### src/rtl/assert_macros.svh
// Assertion macros shared by the RTL; they expand to nothing under synthesis.
`ifndef ASSERT_MACROS_SVH
`define ASSERT_MACROS_SVH
`ifndef SYNTHESIS
`define SETL_ASSERT_IMPL(lbl, clk, rst_n, ante, cons) \
	lbl: assert property (@(posedge clk) disable iff (!rst_n) (ante) |-> (cons)) \
		else $error("assertion failed: same-cycle implication");
`define SETL_ASSERT_NEXT(lbl, clk, rst_n, ante, cons) \
	lbl: assert property (@(posedge clk) disable iff (!rst_n) (ante) |=> (cons)) \
		else $error("assertion failed: next-cycle implication");
`define SETL_ASSERT_NEVER(lbl, clk, rst_n, expr) \
	lbl: assert property (@(posedge clk) disable iff (!rst_n) !(expr)) \
		else $error("assertion failed: forbidden condition");
`else
`define SETL_ASSERT_IMPL(lbl, clk, rst_n, ante, cons)
`define SETL_ASSERT_NEXT(lbl, clk, rst_n, ante, cons)
`define SETL_ASSERT_NEVER(lbl, clk, rst_n, expr)
`endif
`endif

### src/rtl/setl_pkg.sv
// Types, constants and request codes of the scanline edge table fill unit.
`default_nettype none
package setl_pkg;

	localparam int ROWS   = 512;
	localparam int COLS   = 512;
	localparam int ROW_W  = 9;
	localparam int X_W    = 9;
	localparam int LEFT_W = 10;
	localparam int FRAC_W = 16;
	localparam int QUO_W  = X_W + FRAC_W;
	localparam int ACC_W  = QUO_W + 1;
	localparam int CNT_W  = 5;
	localparam int WORD_W = LEFT_W + X_W;

	localparam logic [1:0] REQ_CLEAR = 2'd0;
	localparam logic [1:0] REQ_EDGE  = 2'd1;
	localparam logic [1:0] REQ_QUERY = 2'd2;

	localparam logic [LEFT_W-1:0] LEFT_CLEAR = LEFT_W'(COLS);

	typedef struct packed {
		logic [1:0]       req_type;
		logic [X_W-1:0]   start_x;
		logic [ROW_W-1:0] start_y;
		logic [X_W-1:0]   end_x;
		logic [ROW_W-1:0] end_y;
		logic [ROW_W-1:0] query_row;
	} req_t;

	typedef struct packed {
		logic [LEFT_W-1:0] span_left;
		logic [X_W-1:0]    span_right;
		logic              span_nonempty;
	} rsp_t;

	typedef enum logic [2:0] {
		ST_INIT,
		ST_IDLE,
		ST_DECODE,
		ST_CLEAR,
		ST_DIV,
		ST_WALK,
		ST_DONE
	} state_t;

	typedef struct packed {
		logic cap;
		logic clr_wr;
		logic div_start;
		logic walk_rd;
		logic q_rd;
		logic res_ld;
	} cmd_t;

	typedef struct packed {
		logic [1:0] req_type;
		logic       clr_last;
		logic       horiz;
		logic       div_done;
		logic       walk_last;
	} sts_t;

endpackage
`default_nettype wire

### src/rtl/setl_ctrl.sv
// Controller state machine sequencing clear, edge walk and query.
`default_nettype none
`include "assert_macros.svh"
module setl_ctrl (
	input  wire logic           clk,
	input  wire logic           arst_n,
	input  wire logic           start,
	input  wire setl_pkg::sts_t sts,
	output setl_pkg::cmd_t      cmd,
	output logic                busy
);
	import setl_pkg::*;

	state_t state_q, state_d;

	always_ff @(posedge clk or negedge arst_n) begin
		if (!arst_n)
			state_q <= ST_INIT;
		else
			state_q <= state_d;
	end

	always_comb begin
		state_d = state_q;
		unique case (state_q)
			ST_INIT: begin
				if (sts.clr_last)
					state_d = ST_IDLE;
			end
			ST_IDLE: begin
				if (start)
					state_d = ST_DECODE;
			end
			ST_DECODE: begin
				unique case (sts.req_type)
					REQ_CLEAR: state_d = ST_CLEAR;
					REQ_EDGE:  state_d = sts.horiz ? ST_WALK : ST_DIV;
					default:   state_d = ST_DONE;
				endcase
			end
			ST_CLEAR: begin
				if (sts.clr_last)
					state_d = ST_DONE;
			end
			ST_DIV: begin
				if (sts.div_done)
					state_d = ST_WALK;
			end
			ST_WALK: begin
				if (sts.walk_last)
					state_d = ST_DONE;
			end
			ST_DONE: state_d = ST_IDLE;
			default: state_d = ST_INIT;
		endcase
	end

	always_comb begin
		cmd  = '0;
		busy = 1'b1;
		unique case (state_q)
			ST_INIT:   cmd.clr_wr = 1'b1;
			ST_IDLE: begin
				busy    = 1'b0;
				cmd.cap = start;
			end
			ST_DECODE: begin
				cmd.div_start = (sts.req_type == REQ_EDGE) && !sts.horiz;
				cmd.q_rd      = sts.req_type == REQ_QUERY;
			end
			ST_CLEAR:  cmd.clr_wr  = 1'b1;
			ST_DIV:    cmd         = '0;
			ST_WALK:   cmd.walk_rd = 1'b1;
			ST_DONE:   cmd.res_ld  = 1'b1;
			default:   cmd         = '0;
		endcase
	end

	`SETL_ASSERT_NEXT(a_result_then_idle, clk, arst_n, cmd.res_ld, state_q == ST_IDLE)
	`SETL_ASSERT_NEXT(a_walk_end, clk, arst_n, cmd.walk_rd && sts.walk_last,
		state_q == ST_DONE)
	`SETL_ASSERT_NEXT(a_div_to_walk, clk, arst_n, (state_q == ST_DIV) && sts.div_done,
		state_q == ST_WALK)
endmodule
`default_nettype wire

### config.mk
export PLATFORM = sky130hd
export DESIGN_NAME = setl_ctrl
export DESIGN_NICKNAME = d
export VERILOG_FILES = /design/src/rtl/setl_pkg.sv /design/src/rtl/setl_ctrl.sv
export VERILOG_INCLUDE_DIRS = /design/src /design/src/rtl
export SDC_FILE = /design/constraint.sdc
export NUM_CORES = 1
export LEC_CHECK = 0
export BUFFER_PORTS_ARGS = -buffer_cell sky130_fd_sc_hd__buf_4
export CAP_MARGIN = 25
export CORE_AREA = 2 2 39 41
export DETAILED_ROUTE_END_ITERATION = 8
export DIE_AREA = 0 0 41 43
export PLACE_DENSITY = 0.5
export SYNTH_ARGS = -nofsm -noshare
export SYNTH_HDL_FRONTEND = slang
export SYNTH_SLANG_ARGS = --single-unit
### constraint.sdc
create_clock -name clk -period 1.2 [get_ports clk]
set_clock_uncertainty 0.1 [all_clocks]
set_input_delay 0.18 -clock clk [delete_from_list [all_inputs] [get_ports clk]]
set_output_delay 0.18 -clock clk [all_outputs]
set_load 0.01 [all_outputs]
Word-level counts from Yosys, hierarchy flattened --
Index checks and enable logic that the tools add are counted.
Cells by class: $lt $le $gt $ge 0, bitwise gates (word level) 0, reductions and logical operators 6, shift-type cells 0, equal/unequal tests 13, mux-type cells 15, multiply operators 0, divide/modulo/power cells 0, add/sub/neg operators 0
Operator list (number):
- $pmux 3 s7 | 1
- $mux 3 | 5
- $ne 2x2->1 const B | 5
- $eq 3x3->1 const B | 3
- $mux 1 | 8
- $eq 3x2->1 const B | 2
- $pmux 3 s2 | 1
- $reduce_and 5->1 | 1
- $eq 3x1->1 const B | 1
- $logic_not 3->1 | 1
- $eq 2x1->1 const B | 1
- $eq 2x2->1 const B | 1
- $logic_not 2->1 | 1
- $reduce_or 2->1 | 1
- $logic_and 1x1->1 | 1
- $logic_not 1->1 | 1
Word-level totals: memories kept 0, ROM bits 0, input port bits 9, bits in latches 0, memory bits (writable) 0, bits in registers 3

Depth between registers and ports, before layout --
word-level depth 3, gate-level depth with buffers 4, gate-level depth less buffers 3

Worst setup path after synthesis --
OpenSTA, ideal clock, no wires.
kind register to output, start register state_q[2], end output port cmd[1] (netlist bit), arrival 1.163 ns, required time 0.920 ns, cell stages (with the launch flop) 4, path buffers 1, path slack -0.243 ns, cells stage by stage dfrtp_1 > clkbuf_2 > nand2b_1 > nor4b_1
RTL lines:
- start: declaration | RTL line setl_ctrl.sv:14 | state_t state_q, state_d;
- start signal: assignment | RTL line setl_ctrl.sv:20 | state_q <= state_d;
- end: declaration | RTL line setl_ctrl.sv:9 | output setl_pkg::cmd_t cmd,

==> flow_metrics.py <==
metrics = {
    "global_routing": {
        "grt_pass1_vias": 325,
        "grt_pass1_wl_um": 1269,
        "grt.total_usage": 0.1128,
        "grt_start_max_net_pins": 8,
        "antenna_found_initial": 0,
        "gr-total-overflow": 0,
    },
    "setup_path": {
        "worstPathRequired_ns": 0.92,
        "crit_fanout": 4,
        "start_kind": "flop",
        "worst-setup-path-type": "flop to output port",
        "worst_ep_arrival_time_ns": 1.18,
        "endpoint_kind": "output port",
    },
    "synth": {
        "synth_largest_area_cell": "dfrtp_1",
        "netlist.area_leader.share": 0.2632,
        "ys.warnings.count": 0,
        "yosys-top-cells-area": "dfrtp_1, nand2b_1, nor2b_1, or3b_1, a22oi_2",
        "syn_nets": 43,
        "syn_inst": 34,
        "avgSynthCellArea_um2": 8.390,
        "synth.distinct_cells": 22,
        "synth.cell_area_um2": 285.3,
        "ys_ff_latch": 3,
        "ys_seq_area_frac": 0.2632,
    },
    "floorplanning": {
        "initial_core_util": 0.2061,
        "die_w_um": 41,
        "row_count": 14,
        "dieArea_um2": 1763,
        "die_h_um": 43,
        "core_um2": 1384,
        "num_io_pins": 16,
    },
    "finish": {
        "top_regs": "state_q (3)",
        "nNetsFinal": 70,
        "largest_reg_flops": 3,
        "area_delta_synth_final_pct": 101.8,
        "final_core_util": 0.4159,
        "fill_cells": 145,
        "drive_gt1_frac": 0.6500,
        "top_register": "state_q",
        "diodes": 0,
    },
    "pwr": {
        "leakagePower_nw": 0.2639,
        "cellPowerDensity_nw_per_um2": 2238,
        "ir_drop_mv": 0.6308,
    },
    "drt": {
        "finalWirelength_um": 833,
        "via_count": 337,
        "drc": 0,
        "drt-initial-drc-count": 2,
        "viasPerCell": 4.434,
        "ant_nets": 0,
        "drt_first_pass_iters": 2,
        "wl_per_cell_um": 10.96,
    },
    "timing": {
        "worst_slew_pin_slew_ns": 0.2044,
        "layout_setup_ws_ns": -0.2564,
        "max_freq_ghz": 0.6866,
        "timing_hold_violations_final": 0,
        "whs_ns": 0.1715,
        "relSlewSlack": 0.8627,
        "drv_slew": 0,
        "grt_setup_unrepaired": "yes",
        "fin_tns_setup_ns": -1.813,
        "setup_viol": 9,
        "period_share": 1.214,
        "post-route-min-period_ns": 1.456,
    },
    "clocking": {
        "cts_made_buffers": 3,
        "numClockSinks": 3,
        "cts_tree": "yes",
        "path_clk_slew_ns": 0.04,
        "insertion_delay_ns": 0.23,
        "root_buffer": "clkbuf_4",
        "htreeDepth": 1,
        "clockBufferDepth": 2,
    },
    "place": {
        "place_hpwl_um": 602.2,
        "place_ws_ns": -0.1363,
        "gp_congestion": 0.6713,
        "numPortBuffers": 15,
    },
    "worst_hold_path": {
        "min_path_type": "input pin to async pin",
    },
    "status": {
        "violations": "setup timing",
        "outcome": "finished, violations left",
    },
    "job": {
        "drv_cap": 0,
    },
}
-- cell families after synthesis --
kind of cell           after synthesis  share of synthesized area
AOI/OAI and AO/OA                    7                     0.1886
buffers and inverters                2                    0.05700
DFF                                  3                     0.2632
and+or+nand+nor                     22                     0.4913
-- per-layer routing --
| metal | global-route usage | vias to the layer above | wire [um] |
|---|---|---|---|
| li1 | - | 173 | - |
| met1 | 0.1201 | 152 | 347 |
| met2 | 0.1688 | 12 | 449 |
| met3 | 0.04712 | 0 | 36 |
| met4 | 0.08000 | 0 | 0 |
| met5 | 0 | - | 0 |
-- Yosys cell counts --
cell type,number
a22oi_2,1
a21oi_1,1
o31ai_1,1
nor2_1,1
nor2b_1,3
o22ai_1,1
a211o_1,1
and2b_1,1
nand2_1,1
nor4b_1,1
or3b_1,2
and3_1,1
and2_1,2
or2b_1,1
o32ai_1,1
nand2b_1,6
nor4_1,1
o21ai_0,1
dfrtp_1,3
buf_6,1
nor3_1,2
clkbuf_2,1
-- stage by stage --
step                instances  cell area (um^2)   power, W
detailed placement         69             484.2  0.0009617
finish                     76             575.6   0.001288
floorplan                  34             331.6  0.0007019
global route               76             575.6   0.001386
global placement           69             484.2  0.0009685
CTS                        76             558.0   0.001252
-- what timing repair did --
item,in CTS,in global routing
setup buffers,2,0
gates cloned,0,0
gates resized for setup,7,4
hold buffers,1,0
pin swaps,4,4
hold endpoints to repair,3,0
endpoints found under the setup margin,10,10
-- where the power goes --
group | switching, W | internal (W)
Sequential | 0.0000717 | 0.000159
Combinational | 0.000364 | 0.000518
Clock | 0.0000506 | 0.000124
Total | 0.000487 | 0.000801
-- worst max-delay path, stage by stage, from the launching register on --
cell	delay, ns
dfrtp_2	0.42
buf_6	0.14
nor4_4	0.23
buf_4	0.15
-- layout by cell type (no fill, tap or decap) --
cell            n
nor4b_4         1
or3b_4          1
buf_4          21
nor2b_2         1
clkbuf_4        3
nor3_1          2
and2b_1         1
nor2b_1         2
dfrtp_1         1
a22oi_2         1
nor4_4          1
o31ai_2         1
a21oi_1         1
a211o_1         1
or2b_1          1
dlygate4sd3_1   1
clkbuf_1        1
and3_1          1
dfrtp_2         2
nand2b_1        4
and2_4          1
o21ai_0         1
and2_1          1
nand2_1         1
o32ai_2         1
nand2b_4        2
or3b_1          1
o22ai_1         1
buf_6           2
nor2_2          1
-- path summary, 6_finish.rpt --
path | startpoint | endpoint | slack, ns | cells after the start
worst max register to register | state_q[0]$_DFFE_PN0P_ | state_q[1]$_DFFE_PN0P_ | -0.18 | 4
worst max-delay path | state_q[0]$_DFFE_PN0P_ | cmd[3] | -0.26 | 3
worst min-delay path | arst_n | state_q[2]$_DFFE_PN0P_ | 0.17 | 2
worst min register to register | state_q[1]$_DFFE_PN0P_ | state_q[0]$_DFFE_PN0P_ | 0.62 | 2
min in group clk | start | state_q[1]$_DFFE_PN0P_ | 0.19 | 3
max in group asynchronous | arst_n | state_q[1]$_DFFE_PN0P_ | 0.72 | 2
-- final cells by class --
cell class              count  area, um^2  area share
repair buffers             24       190.2      0.3304
clock buffers               4       26.28     0.04565
flip-flops and latches      3       77.57      0.1348
multi-input cells          29       261.5      0.4543
well taps                  16       20.02     0.03478
Note: power is estimated with default switching activity, not from simulation.
